<file path="src/sv/cyrtr_pkg.sv">
// Shared types, constants and the Cyrillic pair table of the transliterator.
// No dependencies; used by every module of the block.
package cyrtr_pkg;

    localparam int QUEUE_DEPTH = 4;
    localparam int MAX_CHARS   = 4;

    localparam logic [7:0] SPACE_CHAR = 8'h20;
    localparam logic [7:0] UNDERSCORE = 8'h5f;
    localparam logic [7:0] NUL_CHAR   = 8'h00;

    typedef struct packed {
        logic [7:0] in_byte;
        logic       end_of_text;
    } item_t;

    typedef struct packed {
        logic [7:0] out_char;
        logic       run_last;
        logic       terminator;
    } result_t;

    typedef logic [MAX_CHARS-1:0][7:0] chars_t;

    // one queued beat group: the characters of one item plus its terminator
    typedef struct packed {
        chars_t     chars;
        logic [2:0] count;
        logic       term;
    } job_t;

    typedef struct packed {
        logic       hit;
        logic [2:0] count;
        chars_t     chars;
    } pair_map_t;

    function automatic pair_map_t mk(input logic [2:0] n, input logic [7:0] c0,
                                     input logic [7:0] c1, input logic [7:0] c2,
                                     input logic [7:0] c3);
        pair_map_t m;
        m.hit      = 1'b1;
        m.count    = n;
        m.chars[0] = c0;
        m.chars[1] = c1;
        m.chars[2] = c2;
        m.chars[3] = c3;
        return m;
    endfunction

    function automatic pair_map_t pair_lookup(input logic [7:0] lead, input logic [7:0] trail);
        pair_map_t m;
        m = '0;
        case ({lead, trail})
            16'hd099: m = mk(3'd1, "Y", NUL_CHAR, NUL_CHAR, NUL_CHAR);
            16'hd0b9: m = mk(3'd1, "y", NUL_CHAR, NUL_CHAR, NUL_CHAR);
            16'hd0a6: m = mk(3'd2, "T", "s", NUL_CHAR, NUL_CHAR);
            16'hd186: m = mk(3'd2, "t", "s", NUL_CHAR, NUL_CHAR);
            16'hd0a3: m = mk(3'd1, "U", NUL_CHAR, NUL_CHAR, NUL_CHAR);
            16'hd183: m = mk(3'd1, "u", NUL_CHAR, NUL_CHAR, NUL_CHAR);
            16'hd09a: m = mk(3'd1, "K", NUL_CHAR, NUL_CHAR, NUL_CHAR);
            16'hd0ba: m = mk(3'd1, "k", NUL_CHAR, NUL_CHAR, NUL_CHAR);
            16'hd095: m = mk(3'd1, "E", NUL_CHAR, NUL_CHAR, NUL_CHAR);
            16'hd0b5: m = mk(3'd1, "e", NUL_CHAR, NUL_CHAR, NUL_CHAR);
            16'hd09d: m = mk(3'd1, "N", NUL_CHAR, NUL_CHAR, NUL_CHAR);
            16'hd0bd: m = mk(3'd1, "n", NUL_CHAR, NUL_CHAR, NUL_CHAR);
            16'hd093: m = mk(3'd1, "G", NUL_CHAR, NUL_CHAR, NUL_CHAR);
            16'hd0b3: m = mk(3'd1, "g", NUL_CHAR, NUL_CHAR, NUL_CHAR);
            16'hd0a8: m = mk(3'd2, "S", "h", NUL_CHAR, NUL_CHAR);
            16'hd188: m = mk(3'd2, "s", "h", NUL_CHAR, NUL_CHAR);
            16'hd0a9: m = mk(3'd4, "S", "h", "c", "h");
            16'hd189: m = mk(3'd4, "s", "h", "c", "h");
            16'hd097: m = mk(3'd1, "Z", NUL_CHAR, NUL_CHAR, NUL_CHAR);
            16'hd0b7: m = mk(3'd1, "z", NUL_CHAR, NUL_CHAR, NUL_CHAR);
            16'hd0a5: m = mk(3'd2, "K", "h", NUL_CHAR, NUL_CHAR);
            16'hd185: m = mk(3'd2, "k", "h", NUL_CHAR, NUL_CHAR);
            16'hd0aa: m = mk(3'd0, NUL_CHAR, NUL_CHAR, NUL_CHAR, NUL_CHAR);
            16'hd18a: m = mk(3'd0, NUL_CHAR, NUL_CHAR, NUL_CHAR, NUL_CHAR);
            16'hd081: m = mk(3'd1, "E", NUL_CHAR, NUL_CHAR, NUL_CHAR);
            16'hd191: m = mk(3'd1, "e", NUL_CHAR, NUL_CHAR, NUL_CHAR);
            16'hd0a4: m = mk(3'd1, "F", NUL_CHAR, NUL_CHAR, NUL_CHAR);
            16'hd184: m = mk(3'd1, "f", NUL_CHAR, NUL_CHAR, NUL_CHAR);
            16'hd0ab: m = mk(3'd1, "Y", NUL_CHAR, NUL_CHAR, NUL_CHAR);
            16'hd18b: m = mk(3'd1, "y", NUL_CHAR, NUL_CHAR, NUL_CHAR);
            16'hd092: m = mk(3'd1, "V", NUL_CHAR, NUL_CHAR, NUL_CHAR);
            16'hd0b2: m = mk(3'd1, "v", NUL_CHAR, NUL_CHAR, NUL_CHAR);
            16'hd090: m = mk(3'd1, "A", NUL_CHAR, NUL_CHAR, NUL_CHAR);
            16'hd0b0: m = mk(3'd1, "a", NUL_CHAR, NUL_CHAR, NUL_CHAR);
            16'hd09f: m = mk(3'd1, "P", NUL_CHAR, NUL_CHAR, NUL_CHAR);
            16'hd0bf: m = mk(3'd1, "p", NUL_CHAR, NUL_CHAR, NUL_CHAR);
            16'hd0a0: m = mk(3'd1, "R", NUL_CHAR, NUL_CHAR, NUL_CHAR);
            16'hd180: m = mk(3'd1, "r", NUL_CHAR, NUL_CHAR, NUL_CHAR);
            16'hd09e: m = mk(3'd1, "O", NUL_CHAR, NUL_CHAR, NUL_CHAR);
            16'hd0be: m = mk(3'd1, "o", NUL_CHAR, NUL_CHAR, NUL_CHAR);
            16'hd09b: m = mk(3'd1, "L", NUL_CHAR, NUL_CHAR, NUL_CHAR);
            16'hd0bb: m = mk(3'd1, "l", NUL_CHAR, NUL_CHAR, NUL_CHAR);
            16'hd094: m = mk(3'd1, "D", NUL_CHAR, NUL_CHAR, NUL_CHAR);
            16'hd0b4: m = mk(3'd1, "d", NUL_CHAR, NUL_CHAR, NUL_CHAR);
            16'hd096: m = mk(3'd2, "Z", "h", NUL_CHAR, NUL_CHAR);
            16'hd0b6: m = mk(3'd2, "z", "h", NUL_CHAR, NUL_CHAR);
            16'hd0ad: m = mk(3'd1, "E", NUL_CHAR, NUL_CHAR, NUL_CHAR);
            16'hd18d: m = mk(3'd1, "e", NUL_CHAR, NUL_CHAR, NUL_CHAR);
            16'hd0af: m = mk(3'd2, "Y", "a", NUL_CHAR, NUL_CHAR);
            16'hd18f: m = mk(3'd2, "y", "a", NUL_CHAR, NUL_CHAR);
            16'hd0a7: m = mk(3'd2, "C", "h", NUL_CHAR, NUL_CHAR);
            16'hd187: m = mk(3'd2, "c", "h", NUL_CHAR, NUL_CHAR);
            16'hd0a1: m = mk(3'd1, "S", NUL_CHAR, NUL_CHAR, NUL_CHAR);
            16'hd181: m = mk(3'd1, "s", NUL_CHAR, NUL_CHAR, NUL_CHAR);
            16'hd09c: m = mk(3'd1, "M", NUL_CHAR, NUL_CHAR, NUL_CHAR);
            16'hd0bc: m = mk(3'd1, "m", NUL_CHAR, NUL_CHAR, NUL_CHAR);
            16'hd098: m = mk(3'd1, "I", NUL_CHAR, NUL_CHAR, NUL_CHAR);
            16'hd0b8: m = mk(3'd1, "i", NUL_CHAR, NUL_CHAR, NUL_CHAR);
            16'hd0a2: m = mk(3'd1, "T", NUL_CHAR, NUL_CHAR, NUL_CHAR);
            16'hd182: m = mk(3'd1, "t", NUL_CHAR, NUL_CHAR, NUL_CHAR);
            16'hd0ac: m = mk(3'd0, NUL_CHAR, NUL_CHAR, NUL_CHAR, NUL_CHAR);
            16'hd18c: m = mk(3'd0, NUL_CHAR, NUL_CHAR, NUL_CHAR, NUL_CHAR);
            16'hd091: m = mk(3'd1, "B", NUL_CHAR, NUL_CHAR, NUL_CHAR);
            16'hd0b1: m = mk(3'd1, "b", NUL_CHAR, NUL_CHAR, NUL_CHAR);
            16'hd0ae: m = mk(3'd2, "Y", "u", NUL_CHAR, NUL_CHAR);
            16'hd18e: m = mk(3'd2, "y", "u", NUL_CHAR, NUL_CHAR);
            default: m = '0;
        endcase
        return m;
    endfunction

endpackage

</file>
<file path="src/sv/cyrillic_utf8_transliterator_unit.sv">
// Cyrillic UTF-8 to Latin transliterator, top level.
// Depends on cyrtr_pkg, cyrtr_front, cyrtr_queue, cyrtr_back.
//
// Input channel: push/full with item (in_byte, end_of_text); a byte is taken
// on a clock edge with push high and full low. Output channel: empty/pop with
// result (out_char, run_last, terminator); the head beat is valid while empty
// is low and is consumed on an edge with pop high.
// A byte is classified in its accept cycle and queued as a job of 0 to 4
// characters plus an optional terminator; jobs with no output are not queued.
// The first beat of an item is visible once its job is written into the queue
// and then loaded into the output stage register. Throughput: one byte per
// cycle while full is low and one beat per cycle while jobs wait and pop is
// high; each beat needs a pop, so the output beat rate bounds the input rate.
// When the receiver stalls, jobs accumulate in the QUEUE_DEPTH-entry queue and
// full rises once it fills; nothing is dropped.
// Reset clears the pending lead byte, the queue and the output stage; no
// clearing pass is needed.
module cyrillic_utf8_transliterator_unit #(
    parameter int QUEUE_DEPTH = cyrtr_pkg::QUEUE_DEPTH
) (
    input  logic               clk,
    input  logic               rst_n,
    input  logic               push,
    output logic               full,
    input  cyrtr_pkg::item_t   item,
    output logic               empty,
    input  logic               pop,
    output cyrtr_pkg::result_t result
);

    logic            q_full, q_empty, q_pop, job_push;
    cyrtr_pkg::job_t job, q_data;

    cyrtr_front u_front (
        .clk      (clk),
        .rst_n    (rst_n),
        .push     (push),
        .item     (item),
        .q_full   (q_full),
        .full     (full),
        .job_push (job_push),
        .job      (job)
    );

    cyrtr_queue #(
        .DEPTH (QUEUE_DEPTH)
    ) u_queue (
        .clk     (clk),
        .rst_n   (rst_n),
        .wr_en   (job_push),
        .wr_data (job),
        .rd_en   (q_pop),
        .rd_data (q_data),
        .q_full  (q_full),
        .q_empty (q_empty)
    );

    cyrtr_back u_back (
        .clk     (clk),
        .rst_n   (rst_n),
        .q_data  (q_data),
        .q_empty (q_empty),
        .q_pop   (q_pop),
        .pop     (pop),
        .empty   (empty),
        .result  (result)
    );

    a_term_is_last: assert property (@(posedge clk) disable iff (!rst_n)
        (!empty && result.terminator) |-> (result.run_last && result.out_char == 8'h00))
        else $error("terminator beat not last or nonzero");

    a_back_refills: assert property (@(posedge clk) disable iff (!rst_n)
        (empty && !q_empty) |=> !empty)
        else $error("output stage idle while jobs are queued");

    a_no_push_when_full: assert property (@(posedge clk) disable iff (!rst_n)
        q_full |-> !job_push)
        else $error("job pushed into a full queue");

endmodule

</file>
<file path="src/sv/cyrtr_front.sv">
// Front end: accepts input bytes, tracks the pending lead byte, classifies
// each item into a job of 0-4 characters plus an optional terminator. Uses cyrtr_pkg.
module cyrtr_front (
    input  logic               clk,
    input  logic               rst_n,
    input  logic               push,
    input  cyrtr_pkg::item_t   item,
    input  logic               q_full,
    output logic               full,
    output logic               job_push,
    output cyrtr_pkg::job_t    job
);

    logic       held_valid_reg, held_valid_next;
    logic [7:0] held_byte_reg, held_byte_next;
    logic       accept;
    cyrtr_pkg::pair_map_t pm;

    function automatic logic is_passed(input logic [7:0] c);
        return (c >= "A" && c <= "Z") || (c >= "a" && c <= "z") ||
               (c >= "0" && c <= "9") || c == "-" || c == "_";
    endfunction

    assign full   = q_full;
    assign accept = push && !q_full;
    assign pm     = cyrtr_pkg::pair_lookup(held_byte_reg, item.in_byte);

    always_comb
    begin
        job             = '0;
        held_valid_next = held_valid_reg;
        held_byte_next  = held_byte_reg;
        if (accept)
        begin
            held_valid_next = 1'b0;
            if (held_valid_reg && pm.hit)
            begin
                job.chars = pm.chars;
                job.count = pm.count;
            end
            else if (is_passed(item.in_byte))
            begin
                job.chars[0] = item.in_byte;
                job.count    = 3'd1;
            end
            else if (item.in_byte == cyrtr_pkg::SPACE_CHAR)
            begin
                job.chars[0] = cyrtr_pkg::UNDERSCORE;
                job.count    = 3'd1;
            end
            else
            begin
                held_valid_next = 1'b1;
                held_byte_next  = item.in_byte;
            end
            if (item.end_of_text)
            begin
                held_valid_next = 1'b0;
                job.term        = 1'b1;
            end
        end
    end

    assign job_push = accept && (job.count != 3'd0 || job.term);

    always_ff @(posedge clk or negedge rst_n)
    begin
        if (!rst_n)
        begin
            held_valid_reg <= 1'b0;
            held_byte_reg  <= '0;
        end
        else
        begin
            held_valid_reg <= held_valid_next;
            held_byte_reg  <= held_byte_next;
        end
    end

endmodule

</file>
<file path="src/sv/cyrtr_queue.sv">
// Short job queue between front and back ends.
// Uses cyrtr_pkg for the job type.
module cyrtr_queue #(
    parameter int DEPTH = cyrtr_pkg::QUEUE_DEPTH
) (
    input  logic             clk,
    input  logic             rst_n,
    input  logic             wr_en,
    input  cyrtr_pkg::job_t  wr_data,
    input  logic             rd_en,
    output cyrtr_pkg::job_t  rd_data,
    output logic             q_full,
    output logic             q_empty
);

    localparam int PW = (DEPTH > 1) ? $clog2(DEPTH) : 1;
    localparam int CW = $clog2(DEPTH + 1);
    localparam logic [PW-1:0] LAST_PTR = PW'(DEPTH - 1);
    localparam logic [CW-1:0] FULL_CNT = CW'(DEPTH);

    cyrtr_pkg::job_t mem_reg [DEPTH];
    logic [PW-1:0]   wr_ptr_reg, wr_ptr_next;
    logic [PW-1:0]   rd_ptr_reg, rd_ptr_next;
    logic [CW-1:0]   count_reg, count_next;
    logic            do_wr, do_rd;

    assign q_full  = (count_reg == FULL_CNT);
    assign q_empty = (count_reg == '0);
    assign do_wr   = wr_en && !q_full;
    assign do_rd   = rd_en && !q_empty;
    assign rd_data = mem_reg[rd_ptr_reg];

    always_comb
    begin
        wr_ptr_next = wr_ptr_reg;
        rd_ptr_next = rd_ptr_reg;
        count_next  = count_reg;
        if (do_wr)
            wr_ptr_next = (wr_ptr_reg == LAST_PTR) ? '0 : wr_ptr_reg + 1'b1;
        if (do_rd)
            rd_ptr_next = (rd_ptr_reg == LAST_PTR) ? '0 : rd_ptr_reg + 1'b1;
        if (do_wr && !do_rd)
            count_next = count_reg + 1'b1;
        else if (do_rd && !do_wr)
            count_next = count_reg - 1'b1;
    end

    always_ff @(posedge clk or negedge rst_n)
    begin
        if (!rst_n)
        begin
            wr_ptr_reg <= '0;
            rd_ptr_reg <= '0;
            count_reg  <= '0;
        end
        else
        begin
            wr_ptr_reg <= wr_ptr_next;
            rd_ptr_reg <= rd_ptr_next;
            count_reg  <= count_next;
        end
    end

    always_ff @(posedge clk)
    begin
        if (do_wr)
            mem_reg[wr_ptr_reg] <= wr_data;
    end

endmodule

</file>
<file path="src/sv/cyrtr_back.sv">
// Back end: expands one queued job into output beats, one per pop.
// Uses cyrtr_pkg for job and result types.
module cyrtr_back (
    input  logic               clk,
    input  logic               rst_n,
    input  cyrtr_pkg::job_t    q_data,
    input  logic               q_empty,
    output logic               q_pop,
    input  logic               pop,
    output logic               empty,
    output cyrtr_pkg::result_t result
);

    cyrtr_pkg::job_t job_reg, job_next;
    logic            valid_reg, valid_next;
    logic [2:0]      idx_reg, idx_next;
    logic [2:0]      total;
    logic            last;
    logic            load;

    assign total = job_reg.count + {2'b00, job_reg.term};
    assign last  = (3'(idx_reg + 3'd1) == total);
    assign empty = !valid_reg;
    assign load  = !q_empty && (!valid_reg || (pop && last));
    assign q_pop = load;

    always_comb
    begin
        result.run_last = last;
        if (idx_reg < job_reg.count)
        begin
            result.out_char   = job_reg.chars[idx_reg[1:0]];
            result.terminator = 1'b0;
        end
        else
        begin
            result.out_char   = cyrtr_pkg::NUL_CHAR;
            result.terminator = 1'b1;
        end
    end

    always_comb
    begin
        job_next   = job_reg;
        valid_next = valid_reg;
        idx_next   = idx_reg;
        if (load)
        begin
            job_next   = q_data;
            valid_next = 1'b1;
            idx_next   = '0;
        end
        else if (pop && valid_reg)
        begin
            if (last)
                valid_next = 1'b0;
            else
                idx_next = 3'(idx_reg + 3'd1);
        end
    end

    always_ff @(posedge clk or negedge rst_n)
    begin
        if (!rst_n)
        begin
            valid_reg <= 1'b0;
            idx_reg   <= '0;
        end
        else
        begin
            valid_reg <= valid_next;
            idx_reg   <= idx_next;
        end
    end

    always_ff @(posedge clk)
    begin
        job_reg <= job_next;
    end

endmodule
</file>
<file path="config.mk">
export PLATFORM = sky130hd
export DESIGN_NAME = cyrillic_utf8_transliterator_unit
export DESIGN_NICKNAME = d
export VERILOG_FILES = /design/src/sv/cyrtr_pkg.sv /design/src/sv/cyrillic_utf8_transliterator_unit.sv /design/src/sv/cyrtr_front.sv /design/src/sv/cyrtr_queue.sv /design/src/sv/cyrtr_back.sv
export SDC_FILE = /design/constraint.sdc
export NUM_CORES = 1
export LEC_CHECK = 0
export BUFFER_PORTS_ARGS = -buffer_cell sky130_fd_sc_hd__buf_2
export CORE_MARGIN = 8
export CORE_UTILIZATION = 42
export DETAILED_ROUTE_END_ITERATION = 10
export PLACE_DENSITY = 0.63
export SLEW_MARGIN = 5
export SYNTH_ARGS = -nofsm -noshare
export SYNTH_HDL_FRONTEND = slang
export SYNTH_SLANG_ARGS = --single-unit
</file>
<file path="constraint.sdc">
create_clock -name clk -period 4.55 [get_ports clk]
set_clock_uncertainty 0.1 [all_clocks]
set_input_delay 0.91 -clock clk [delete_from_list [all_inputs] [get_ports clk]]
set_output_delay 0.91 -clock clk [all_outputs]
set_load 0.02 [all_outputs]
</file>
# Yosys cells after proc, flatten, opt, wreduce, memory -nomap -nowiden
# Memories as Yosys holds them, arrays and structs flattened. A register that Yosys moved wholly into a read port is not among the register bits.
# Cells that the tools add are included.
# totals
reg_bits	20
latchBits	0
ramBits	144
romBits	0
output_inout_bits	12
elab_cells	163
n_memories	1
# classes
add_sub_neg	6
n_mul	0
div	0
magnitude_cmp	8
n_eq_ne	74
shift	0
muxes	27
bitwise_logic	3
reduce_logical	37
# memory_table
name	words	width	rd	rd_ports_with_merged_regs	write_ports	line_no	rtl
u_queue.mem_reg	4	36	1	1	1	cyrtr_queue.sv:21	cyrtr_pkg::job_t mem_reg [DEPTH];
# op_table
cell	count
$pmux 36 s57	1
$eq 16x16->1 const B	66
$mux 36	1
$mux 24	1
$mux 11	2
$bmux 8 s2	1
$eq 8x6->1 const B	2
$ge 8x7->1 const B	2
$le 8x7->1 const B	2
$mux 8	2
$mux 3	5
$logic_and 1x1->1	13
$mux 1	11
$mux 10	1
$eq 8x7->1 const B	1
$ge 8x6->1 const B	1
$le 8x6->1 const B	1
$add 3x1->3 const B	2
$logic_or 1x1->1	6
$reduce_bool 2->1	3
$reduce_or 3->1	2
$logic_not 1->1	5
$add 2x1->2 const B	2
$eq 2x2->1 const B	2
15 further kinds	20

# Logic depth before layout (Yosys ltp)
# depth
depth_word	17
mapped_depth	17

# Hierarchy
# A second synthesis with hierarchy kept.
# hier_totals
hier_cells	635
hier_area_um2	9626.7
# by_module_without_submodules
mod	instances	cells_per_inst	area_each_um2
cyrtr_queue	1	225	5636.7
cyrtr_front	1	315	2277.2
cyrtr_back	1	95	1712.9

# Worst setup path after synthesis
# Ideal clock, no wire load.
# synth_path
path_kind	input -> register
from	in item[7] (netlist bit)
to	mem u_queue.mem_reg[0][0] (netlist bit), enable pin
setup_time_ps	395
arrival_time_ps	3537
slack_ps	519
path_stages	10
path_buffers	2
path_cell_list	buf_2 or3b_2 or2_2 o31ai_1 nand4_1 o21ai_0 a32oi_1 and3_1 clkbuf_1 nor2b_1
# synth_between
elab_chain_len	15
elab_cells_between_ends	99
# synth_lines
element	line_no	rtl
start: declaration	cyrillic_utf8_transliterator_unit.sv:25	input cyrtr_pkg::item_t item,
$ge 8x7->1 or $le 8x7->1 (tied branches)	cyrtr_front.sv:20	return (c >= "A" && c <= "Z") || (c >= "a" && c <= "z") ||
$logic_and 1x1->1	cyrtr_front.sv:20	
$logic_or 1x1->1 (2 in series)	cyrtr_front.sv:20	
$logic_or 1x1->1 (2 in series)	cyrtr_front.sv:21	(c >= "0" && c <= "9") || c == "-" || c == "_";
$mux 11	cyrtr_front.sv:41	else if (is_passed(item.in_byte))
$mux 11 *	cyrtr_front.sv:36	if (held_valid_reg && pm.hit)
$mux 36 *	cyrtr_front.sv:33	if (accept)
$reduce_bool 3->1 *	cyrtr_front.sv:64	assign job_push = accept && (job.count != 3'd0 || job.term);
$logic_or 1x1->1 *	cyrtr_front.sv:64	
$logic_and 1x1->1 *	cyrtr_front.sv:64	
$logic_and 1x1->1 *	cyrtr_queue.sv:29	assign do_wr = wr_en && !q_full;
$mux 1 *	cyrtr_queue.sv:66	if (do_wr)
$mux 1 (not written as such) *	cyrtr_queue.sv:67	mem_reg[wr_ptr_reg] <= wr_data;
end: declaration	cyrtr_queue.sv:21	
# Every way passes the cells marked *; elsewhere a longest branch is shown, timed or not.

# Worst setup path after layout
# layout_path
from	in item[2] (netlist bit)
to	reg u_queue.count_reg[2]
# layout_between
elab_chain_len	16
elab_cells_between_ends	102
# layout_lines
element	line_no	rtl
$ge 8x7->1 or $le 8x7->1 (tied branches)	cyrtr_front.sv:20	
$logic_and 1x1->1	cyrtr_front.sv:20	
$logic_or 1x1->1 (2 in series)	cyrtr_front.sv:20	
$logic_or 1x1->1 (2 in series)	cyrtr_front.sv:21	
$mux 11	cyrtr_front.sv:41	
$mux 11 *	cyrtr_front.sv:36	
$mux 36 *	cyrtr_front.sv:33	
$reduce_bool 3->1 *	cyrtr_front.sv:64	
$logic_or 1x1->1 *	cyrtr_front.sv:64	
$logic_and 1x1->1 *	cyrtr_front.sv:64	
$logic_and 1x1->1 *	cyrtr_queue.sv:29	
named net u_queue.do_wr	cyrtr_queue.sv:25	logic do_wr, do_rd;
$logic_not 1->1	cyrtr_queue.sv:44	else if (do_rd && !do_wr)
$logic_and 1x1->1	cyrtr_queue.sv:44	
$reduce_bool 2->1 (no source line)	--	
end signal: assignment	cyrtr_queue.sv:60	count_reg <= count_next;
end: declaration	cyrtr_queue.sv:24	logic [CW-1:0] count_reg, count_next;
# Mark *: on every way through the listed nets, which the timed path passes. The rest lies on a longest branch.
# A chain may end at the register's enable or synchronous reset.

==> results.toml <==
[outcome]
status = "finished, final reports clean"

[routing]
ant_nets = 0
drt_wl_total_um = 13460
via_count = 4167
routedWlPerCell_um = 19.04
drc = 0
vias_per_cell = 5.894
dr.pass1.iters = 5
drt_iter0_markers = 473

[power_and_ir_drop]
powerDensity_mw_per_mm2 = 524.7
total_power_mw = 3.450
leakage_nw = 2.354
ir_drop_mv = 0.2486

[sta]
rsz0062_at_grt = "false"
layout_setup_ws_ns = 0.5835
hold_viol = 0
hold_ws_ns = 0.3999
period_needed_ns = 3.967
period_share = 0.8718
tightest_slew_ns = 0.9236
tns_ns = 0
max_freq_ghz = 0.2521
slew_headroom = 0.3843
setup-violations-final = 0
drv_slew = 0

[cells_and_area]
nFillCells = 1286
fin_area_mm2 = 0.006574
antenna_cells = 0
syn_to_final_growth_pct = 10.56
stdcell_count = 707
layout.nets = 547
drive_gt1_frac = 0.2011
seqCellArea_mm2 = 0.003203
multi_input_area_mm2 = 0.002522
largest_register_ffs = 72
fin_util = 0.4736

[min_path]
worstHoldPathType = "flop to flop"

[global_routing]
grt_max_degree = 33
grt_pass1_vias = 4127
antenna_found_initial = 0
track_usage = 0.1538
overflow = 0
grt_pass1_wl_um = 22000

[setup_path]
crit_fanout = 30
cp_num_buf_inv = 3
crit_type = "primary input to flop"
slowest_delay_ns = 0.48
arrival_ns = 4.13
end_kind = "flop"
crit_slowest_cell = "buf_2"
worst_setup_path_start_kind = "primary input"
crit_required_ns = 4.71
path_cells = "buf_2, nor2b_1, nand2_1, a211oi_1, o21ai_0, a21oi_1, nor2_1, and3_1, inv_1, ha_1, inv_1, fa_1, xor2_1, nor2_1, xor2_1"
crit_family = "simple AND/OR/NAND/NOR gates"

[clocking]
cts_buffers = 9
cts_hold_buf = 0
ctsResizeCount = 0
cts_root_buf = "clkbuf_16"
cts.path.max_buffers = 2
clk_latency_ns = 0.34
htreeDepth = 3
cts_setup_buffers = 0
cts_tree = "done"
clock-sinks = 110
clk_pin_slew_worst_paths_ns = 0.06

[placement]
place_inst = 691
dpl.hpwl_um = 9618
io_buffers = 24
postPlaceCellArea_mm2 = 0.006301
gp_congestion = 0.9822
place_ws_ns = 0.2937

[synthesis]
synth-edff-count = 90
syn_inst = 498
synthArstFlopShare = 0.1818
ys_seq_area_frac = 0.5387
synth.avg_cell_area_um2 = 11.94
synthDistinctLibCells = 75
synthFlopType = "edfxtp_1"
ys_seq_elements = 110
synth_area_mm2 = 0.005946
yosys_warnings = 0

[die]
pin_count = 25
start_util = 0.4283
die_w_um = 135.0
core.rowCount = 43
die_y_um = 135.0
die-area_mm2 = 0.01822
core_area_mm2 = 0.01388

[run]
drv_cap = 0
## routing by layer
metal / vias to the layer above / GRT usage / share of wire
met5: - / 0 / 0
met4: 0 / 0.05429 / 0.019
met3: 21 / 0.03752 / 0.066
met2: 173 / 0.2593 / 0.48
met1: 2039 / 0.1879 / 0.43
li1: 1934 / - / -
## worst reg2reg max path, delay by kind of cell, from the launching register on
family | cells | cell delay (ns)
flops | 1 | 0.39
xor+xnor | 2 | 0.31
fa+ha+maj | 2 | 0.55
compound gates | 3 | 0.55
buf+inv | 2 | 0.14
simple gates | 5 | 1.71
## where the power goes
group	internal [mW]	switching (mW)
clock	0.372	0.341
combinational	0.539	0.643
sequential	1.37	0.188
## final timing paths
check | start | endpoint | slack [ns] | cells past startpoint
min in group asynchronous | rst_n | u_back.idx_reg[2] | 0.41 | 1
max in group asynchronous | rst_n | u_queue.count_reg[2] | 3.59 | 1
worst max-delay path | item[2] | u_queue.count_reg[2] | 0.58 | 15
worst max register to register | u_front.held_byte_reg[1] | u_queue.count_reg[2] | 0.71 | 14
worst min register to register | u_queue.count_reg[2] | u_queue.count_reg[2] | 0.40 | 1
worst min-delay path | u_queue.count_reg[2] | u_queue.count_reg[2] | 0.40 | 1
## Yosys cell counts (all sizes together), types with 2 or more instances
master    n  area [um^2]
edfxtp   90         2703
nor2     42        157.7
nand2    39        148.9
o21ai    23        115.1
a21oi    21        105.1
dfrtp    20        500.5
buf      19        113.9
mux4     18        405.4
nor3     17        85.08
clkbuf   16        60.06
inv      16        60.06
mux2     13        146.4
nor2b    13        81.33
nand2b   12        75.07
ha       11        137.6
nand3     8        45.04
a211oi    7        65.06
and3      7        43.79
xnor2     7        61.31
nand4     6        37.54
nor4      5        37.53
or2       5        31.28
xor2      5        43.79
a21o      4        30.03
a22oi     4        30.03
a32oi     4        35.03
mux2i     4        40.04
o22ai     4        25.02
a2111oi   3        46.30
and2      3        18.77
nand4b    3        26.28
nor3b     3        27.52
o31ai     3        22.52
o32ai     3        26.28
or3       3        18.77
a221oi    2        17.52
a22o      2        17.52
a31oi     2        12.51
nor4b     2        17.52
o22a      2        17.52
o311a     2        20.02
or3b      2        17.52
or4       2        15.01
## cell families after synthesis
kind of cell	count (synthesis)	synth area share
XOR/XNOR	12	0.01768
AND/OR/NAND/NOR	177	0.1572
adder cells (fa/ha/maj)	12	0.02651
AO/OA/AOI/OAI	100	0.1204
buffers and inverters	51	0.03935
multiplexers	35	0.09954
flip-flops	110	0.5387
other	1	0.0006307
## area by class of cell
cell class	count	area share
clock buffer	9	0.03426
clock inverter	7	0.007233
inverter	16	0.009136
multi-input combinational	340	0.3837
sequential	110	0.4872
tap	180	0.03426
timing repair buffer	45	0.04416
## placed cells by master, fill, tap and decap left out, drive strengths merged, types with 5 or more instances in the layout
master and count:
nor4 5, clkbuf 9, buf 45, a211oi 7
and3 7, nand2b 12, nand3 8, ha 11
nor2b 13, dfrtp 20, edfxtp 90, a21oi 21
mux4 18, xor2 5, mux2 13, xnor2 7
nand4 6, inv 18, nor2 42, o21ai 23
nand2 39, nor3 17, or2 5
No activity file was read; power rests on OpenSTA's default activity.
